## src/wildcard_byte_pattern_search_defines.svh

```systemverilog
// ----------------------------------------------------------------------------
// Wildcard byte pattern search: assertion macros
// Clocked assertion wrappers, empty when SYNTHESIS is defined.
// ----------------------------------------------------------------------------
`ifndef WILDCARD_BYTE_PATTERN_SEARCH_DEFINES_SVH
`define WILDCARD_BYTE_PATTERN_SEARCH_DEFINES_SVH

`ifndef SYNTHESIS
`define WBPS_ASSERT(lbl, clk, rst_n, prop) \
  lbl: assert property (@(posedge clk) disable iff (!rst_n) prop) \
    else $error("wbps assertion failed");
`define WBPS_ASSERT_NEVER(lbl, clk, rst_n, cond) \
  lbl: assert property (@(posedge clk) disable iff (!rst_n) !(cond)) \
    else $error("wbps forbidden condition");
`else
`define WBPS_ASSERT(lbl, clk, rst_n, prop)
`define WBPS_ASSERT_NEVER(lbl, clk, rst_n, cond)
`endif

`endif

```

## src/wbps_pkg.sv

```systemverilog
// ----------------------------------------------------------------------------
// Wildcard byte pattern search package
// Request and result types, configuration view, register indexes.
// ----------------------------------------------------------------------------
`default_nettype none

package wbps_pkg;

  localparam int unsigned SlotCount  = 16;
  localparam int unsigned MaxPattern = 16;
  localparam int unsigned OffsetBits = 32;
  localparam int unsigned LenBits    = 5;
  localparam int unsigned CfgIdxBits = 3;
  localparam int unsigned CfgBits    = 64;

  typedef enum logic [CfgIdxBits-1:0] {
    REG_PATTERN_LOW  = 3'd0,
    REG_PATTERN_HIGH = 3'd1,
    REG_WILDCARD     = 3'd2,
    REG_LENGTH       = 3'd3,
    REG_BASE         = 3'd4
  } wbps_reg_e;

  typedef struct packed {
    logic [7:0] data_byte;
    logic       last_byte;
  } wbps_req_t;

  typedef struct packed {
    logic        found;
    logic [63:0] match_address;
  } wbps_res_t;

  typedef struct packed {
    logic [127:0]          pattern;
    logic [SlotCount-1:0]  wildcard_mask;
    logic [LenBits-1:0]    pattern_length;
  } wbps_cfg_t;

  typedef struct packed {
    logic               hit;
    logic [LenBits-1:0] len;
  } wbps_hit_t;

  typedef logic [SlotCount-1:0][7:0] wbps_window_t;

endpackage

`default_nettype wire

```

## src/wbps_match.sv

```systemverilog
// ----------------------------------------------------------------------------
// Wildcard byte pattern search: window compare
// Masked parallel compare of the byte window against the pattern.
// ----------------------------------------------------------------------------
`default_nettype none

module wbps_match (
  input  wire wbps_pkg::wbps_cfg_t       cfg_i,
  input  wire wbps_pkg::wbps_window_t    window_i,
  input  wire [wbps_pkg::OffsetBits-1:0] offset_i,
  output wbps_pkg::wbps_hit_t            hit_o
);
  import wbps_pkg::*;

  logic [LenBits-1:0] len;
  logic [LenBits-1:0] idx;
  logic               all_ok;

  always_comb begin
    len = cfg_i.pattern_length;
    if (len == '0) begin
      len = LenBits'(1);
    end else if (len > LenBits'(MaxPattern)) begin
      len = LenBits'(MaxPattern);
    end
  end

  always_comb begin
    all_ok = 1'b1;
    idx    = '0;
    for (int i = 0; i < SlotCount; i++) begin
      idx = len - LenBits'(1) - LenBits'(i);
      if (LenBits'(i) < len && !cfg_i.wildcard_mask[i] &&
          window_i[idx[3:0]] != cfg_i.pattern[8*i +: 8]) begin
        all_ok = 1'b0;
      end
    end
  end

  assign hit_o.len = len;
  assign hit_o.hit = all_ok && (offset_i >= OffsetBits'(len));

endmodule

`default_nettype wire

```

## src/wildcard_byte_pattern_search.sv

```systemverilog
// ----------------------------------------------------------------------------
// Wildcard byte pattern search
// Finds the first match of a masked byte pattern in a streamed region.
// ----------------------------------------------------------------------------
// Takes one byte per cycle. Each request is compared in the cycle it is
// accepted, with the window shifted by the new byte, and any result is
// registered in a single output register. Requests keep flowing as long as
// that register is empty or being drained; a held result stalls the input.
// A region yields one result: found=1 with the match address on the first
// match, or found=0 on the last byte if nothing matched. Configuration takes
// effect with the next accepted byte.
`default_nettype none

`include "wildcard_byte_pattern_search_defines.svh"

module wildcard_byte_pattern_search (
  input  wire                                clk_i,
  input  wire                                rst_ni,
  input  wire                                cfg_we_i,
  input  wire [wbps_pkg::CfgIdxBits-1:0]     cfg_idx_i,
  input  wire [wbps_pkg::CfgBits-1:0]        cfg_data_i,
  input  wire                                in_valid_i,
  output logic                               in_stall_o,
  input  wire wbps_pkg::wbps_req_t           in_req_i,
  output logic                               out_valid_o,
  input  wire                                out_stall_i,
  output wbps_pkg::wbps_res_t                out_res_o
);
  import wbps_pkg::*;

  wbps_cfg_t             cfg_q;
  logic [63:0]           base_q;
  wbps_window_t          window_q, window_d;
  logic [OffsetBits-1:0] offset_q, offset_d;
  logic                  done_q, done_d;
  logic                  out_valid_q, out_valid_d;
  wbps_res_t             res_q, res_d;
  wbps_hit_t             hit;
  logic                  in_acc, out_acc, emit;

  assign in_stall_o  = out_valid_q && out_stall_i;
  assign in_acc      = in_valid_i && !in_stall_o;
  assign out_acc     = out_valid_q && !out_stall_i;
  assign out_valid_o = out_valid_q;
  assign out_res_o   = res_q;

  always_ff @(posedge clk_i or negedge rst_ni) begin
    if (!rst_ni) begin
      cfg_q.pattern        <= '0;
      cfg_q.wildcard_mask  <= '0;
      cfg_q.pattern_length <= LenBits'(1);
      base_q               <= '0;
    end else if (cfg_we_i) begin
      case (cfg_idx_i)
        REG_PATTERN_LOW:  cfg_q.pattern[63:0]   <= cfg_data_i;
        REG_PATTERN_HIGH: cfg_q.pattern[127:64] <= cfg_data_i;
        REG_WILDCARD:     cfg_q.wildcard_mask   <= cfg_data_i[SlotCount-1:0];
        REG_LENGTH:       cfg_q.pattern_length  <= cfg_data_i[LenBits-1:0];
        REG_BASE:         base_q                <= cfg_data_i;
        default: ;
      endcase
    end
  end

  always_comb begin
    window_d[0] = in_req_i.data_byte;
    for (int k = 1; k < SlotCount; k++) begin
      window_d[k] = window_q[k-1];
    end
    offset_d = (offset_q == '1) ? offset_q : offset_q + OffsetBits'(1);
  end

  wbps_match u_match (
    .cfg_i    (cfg_q),
    .window_i (window_d),
    .offset_i (offset_d),
    .hit_o    (hit)
  );

  always_comb begin
    emit                = 1'b0;
    res_d               = res_q;
    done_d              = done_q;
    out_valid_d         = out_acc ? 1'b0 : out_valid_q;
    if (in_acc && !done_q) begin
      if (hit.hit) begin
        emit                = 1'b1;
        done_d              = 1'b1;
        res_d.found         = 1'b1;
        res_d.match_address = base_q + 64'(offset_d - OffsetBits'(hit.len));
      end else if (in_req_i.last_byte) begin
        emit                = 1'b1;
        res_d.found         = 1'b0;
        res_d.match_address = '0;
      end
    end
    if (emit) begin
      out_valid_d = 1'b1;
    end
  end

  always_ff @(posedge clk_i or negedge rst_ni) begin
    if (!rst_ni) begin
      window_q    <= '0;
      offset_q    <= '0;
      done_q      <= 1'b0;
      out_valid_q <= 1'b0;
    end else begin
      out_valid_q <= out_valid_d;
      if (in_acc) begin
        if (in_req_i.last_byte) begin
          window_q <= '0;
          offset_q <= '0;
          done_q   <= 1'b0;
        end else if (!done_q) begin
          window_q <= window_d;
          offset_q <= offset_d;
          done_q   <= done_d;
        end
      end
    end
  end

  always_ff @(posedge clk_i) begin
    if (emit) begin
      res_q <= res_d;
    end
  end

  `WBPS_ASSERT(a_full_stalls_in, clk_i, rst_ni, (out_valid_q && out_stall_i) |-> in_stall_o)
  `WBPS_ASSERT(a_done_has_bytes, clk_i, rst_ni, done_q |-> (offset_q != '0))
  `WBPS_ASSERT(a_last_clears, clk_i, rst_ni, (in_acc && in_req_i.last_byte) |=> (offset_q == '0 && !done_q))
  `WBPS_ASSERT_NEVER(a_miss_addr_zero, clk_i, rst_ni, out_valid_q && !res_q.found && res_q.match_address != '0)

endmodule

`default_nettype wire
```

## config.mk

```make
export PLATFORM = sky130hd
export DESIGN_NAME = wildcard_byte_pattern_search
export DESIGN_NICKNAME = d
export VERILOG_FILES = /design/src/wbps_pkg.sv /design/src/wbps_match.sv /design/src/wildcard_byte_pattern_search.sv
export VERILOG_INCLUDE_DIRS = /design/src /design/src/src
export SDC_FILE = /design/constraint.sdc
export NUM_CORES = 1
export LEC_CHECK = 0
export ABC_AREA = 0
export BUFFER_PORTS_ARGS = -buffer_cell sky130_fd_sc_hd__clkbuf_2
export CELL_PAD_IN_SITES_DETAIL_PLACEMENT = 1
export CELL_PAD_IN_SITES_GLOBAL_PLACEMENT = 2
export CORE_MARGIN = 5
export CORE_UTILIZATION = 45
export CTS_CLUSTER_DIAMETER = 80
export DETAILED_ROUTE_END_ITERATION = 10
export GPL_ROUTABILITY_DRIVEN = 0
export PLACE_DENSITY_LB_ADDON = 0.05
export SYNTH_ARGS = -nofsm -noshare
export SYNTH_HDL_FRONTEND = slang
export SYNTH_SLANG_ARGS = --single-unit
export TNS_END_PERCENT = 50
```

## constraint.sdc

```tcl
create_clock -name clk_i -period 30.5 [get_ports clk_i]
set_input_delay 3.05 -clock clk_i [delete_from_list [all_inputs] [get_ports clk_i]]
set_output_delay 3.05 -clock clk_i [all_outputs]
set_load 0.01 [all_outputs]
```

==> flow_summary_export.csv <==
group,metric,value,unit
setup_path,crit_arrival,10160,ps
floorplanning,start_util,0.452,
finish,nets,2620,
yosys,synthAdderAreaFrac,0.0359,
timing,fmax,102,MHz
setup_path,critical_path_class,"reg -> reg",
detailed_routing,drc,0,
timing,finalSetupViolCount,0,
setup_path,critPathTopFamily,"compound AO/OA/AOI/OAI gates",
yosys,ys_top_cells_by_area,"dfrtp_1 32%, mux4_2 20%, mux2_2 8.3%, edfxtp_1 6.7%, xor2_1 4.0%",
timing,finalHoldViolCount,0,
setup_path,worst_setup_path_end_kind,"register",
yosys,yosys.area_share.simple,0.0848,
detailed_routing,final_antenna_net_count,0,
cts,clock-root-buffer,"clkbuf_16",
floorplanning,dieArea,69700,um^2
yosys,post_synth.cell_area_avg,12.3,um^2
yosys,syn_area,29000,um^2
detailed_routing,vias_per_cell,6.50,
timing,rsz0062_at_grt,"false",
yosys,synth_top_family_by_area,"multiplexers",
detailed_routing,drtIter0Drc,2046,
setup_path,worst_path_max_delay_cell,"a2111oi_0",
timing,skew,21.0,ps
yosys,seq_area_frac_synth,0.384,
cts,ctsResizeCount,0,
yosys,synth_edf_count,65,
yosys,synth_top_area_frac,0.316,
timing,period_minus_slack,9820,ps
setup_path,path_max_fanout,10,
floorplanning,die_w,264,um
worst_hold_path,hold_path.class,"reg -> reg",
outcome,status,"finished, final reports clean",
timing,worstMarginPinSlew,1230,ps
yosys,synthFlopType,"dfrtp_1",
cts,cts_buffers,53,
global_routing,grt_pass1_vias,22400,
finish,drive_gt1_frac,0.312,
yosys,synthMuxAreaShare,0.283,
global_routing,grt_pass1_wl,150,mm
finish,area_growth,11.7,%
setup_path,crit_start,"offset_q[25]",
cts,h-tree-depth,2,
timing,max_slew_margin,0.178,
yosys,synth_compound_area_frac,0.115,
cts,clock_path_buffers,3,
yosys,synth_cells,2366,
setup_path,start_kind,"register",
yosys,synth_xor_area_frac,0.0720,
worst_hold_path,hp-start,"cfg_q[17]",
placement,dp_cells,3257,
cts,tritoncts,"built",
yosys,yosysWarnings,0,
finish,fill_cells,6602,
yosys,async_flop_share,0.850,
floorplanning,core_area,64200,um^2
detailed_routing,wire_per_inst,29.7,um
global_routing,grt_remaining_overflow,0,
global_routing,antenna_found_initial,4,
setup_path,max_stage_delay,820,ps
timing,fin_setup_tns,0,ps
cts,cts.reportedPaths.clkPinSlew,60,ps
power,vdd.ir_drop.worst,0.0000465,V
detailed_routing,drt_first_pass_iters,5,
power,powerDensity,86.5,nW/um^2
finish,regArea,11100,um^2
global_routing,track_usage,0.281,
setup_path,r2r_cells,29,
run,max_cap_viol_count,0,
floorplanning,io_pins,148,
timing,finalWorstSetupSlack,20680,ps
yosys,synth_top_area_cell,"dfrtp_1",
placement,io_buffers,147,
timing,hold_slack,514,ps
setup_path,cp.required,30840,ps
yosys,yosysUniqueCellTypes,85,
finish,finalNonFillerCells,3354,
cts,clock-sinks,432,
floorplanning,die_y,264,um
global_routing,grt_max_degree,104,
yosys,ys_ff_latch,432,
setup_path,r2r_start,"offset_q[25]",
setup_path,cp_num_buf_inv,1,
yosys,synth_nets,2529,
placement,pre_cts_ws,20930,ps
placement,place_area,30600,um^2
placement,dp_hpwl,75.1,mm
timing,period_share,0.322,
worst_hold_path,min_path_cells,1,
detailed_routing,vias,21800,
detailed_routing,wirelength,99.7,mm
finish,multi_input_area,17200,um^2
cts,hold_buffers,0,
cts,clk-insertion-delay-late,630,ps
power,leakagePower,13.4,nW
timing,maxSlewViolCount,0,
cts,postCtsSetupBuffers,0,
floorplanning,rows,93,
finish,post-route-cell-area,32400,um^2
setup_path,cp.depth,29,
sequential cells by signal, indices dropped and copies added (netlist names):
| name | flops |
|---|---|
| out_res_o | 65 |
| offset_q | 32 |
| window_d | 120 |
| cfg_q | 149 |
| done_q | 1 |
| out_valid_o | 1 |
| base_q | 64 |
layout make-up:
class / count / area share
antenna: 2 / 0.000154
multi-input combinational: 1741 / 0.530
clock buffer: 79 / 0.0515
clock inverter: 16 / 0.00525
timing repair buffer: 184 / 0.0316
tap: 855 / 0.0330
inverter: 45 / 0.00525
sequential: 432 / 0.343
routing by layer:
layer	part of all wire	global-route usage	vias up
met3	0.071	0.0533	166
met2	0.46	0.439	784
met4	0.035	0.0852	4
met5	0.00027	0	-
met1	0.43	0.403	11500
li1	-	-	9353
metrics by stage:
step	utilization	power, W
detailed placement	0.476	0.00213
global route	0.505	0.00296
CTS	0.505	0.00281
floorplan	-	0.00174
global placement	0.476	0.00211
finish	0.505	0.00281
placed cells by master, fill, tap and decap left out, types with 8 or more instances in the layout:
cell	Yosys	routed
a211oi_1	9	9
a21o_1	44	44
a21oi_1	93	92
a22o_1	125	125
a31oi_1	20	20
and2_1	15	15
and3_1	14	14
buf_4	1	37
clkbuf_16	0	57
clkbuf_2	1	146
clkbuf_8	0	16
dfrtp_1	366	366
edfxtp_1	65	65
ha_1	80	80
inv_1	38	38
mux2_2	213	213
mux2i_1	9	9
mux4_2	254	254
nand2_1	98	98
nand2b_1	15	15
nand3_1	45	44
nand4_1	28	28
nor2_1	133	133
nor2b_1	19	19
nor3_1	38	35
nor4_1	31	31
o21a_1	14	14
o21ai_0	79	79
o21bai_1	13	13
o31ai_1	8	8
xnor2_1	98	97
xor2_1	132	132
worst paths after layout:
check	slack [ps]	to
worst max-delay path	20680	out_res_o[61]
worst min-delay path	510	cfg_q[17]
worst max register to register	20680	out_res_o[61]
worst min register to register	510	cfg_q[17]
max in group asynchronous	24850	base_q[45]
min in group asynchronous	2390	window_d[26]
kinds of logic after synthesis:
| kind of cell | count (synthesis) |
|---|---|
| compound gates | 467 |
| mux | 476 |
| buf+inv | 193 |
| simple gates | 482 |
| fa+ha+maj | 82 |
| xor+xnor | 234 |
| flops | 432 |
synth_stat cells, types with 6 or more instances:
cell type,instances
nand2b_1,15
nor2b_1,19
inv_1,38
and3_1,14
a21oi_1,93
a221oi_1,7
mux4_2,254
a21o_1,44
edfxtp_1,65
a31oi_1,20
nor3_1,38
xor2_1,132
buf_1,13
o21bai_1,13
nor3b_1,7
mux2_2,213
mux2i_1,9
o21a_1,14
clkbuf_1,112
ha_1,80
nand4_1,28
nand2_1,98
o31ai_1,8
dfrtp_1,366
and2_1,15
o21ai_0,79
nor2_1,133
a211oi_1,9
nor4_1,31
buf_2,20
a2111oi_0,6
xnor2_1,98
nand3_1,45
a22o_1,125
report_power, final:
part           total, W  switching, W  internal, W
Clock          0.000659      0.000264     0.000395
Sequential     0.000726     0.0000686     0.000657
Combinational   0.00142      0.000831     0.000589
Total           0.00281       0.00116      0.00164
No activity file was read; power rests on OpenSTA's default activity.
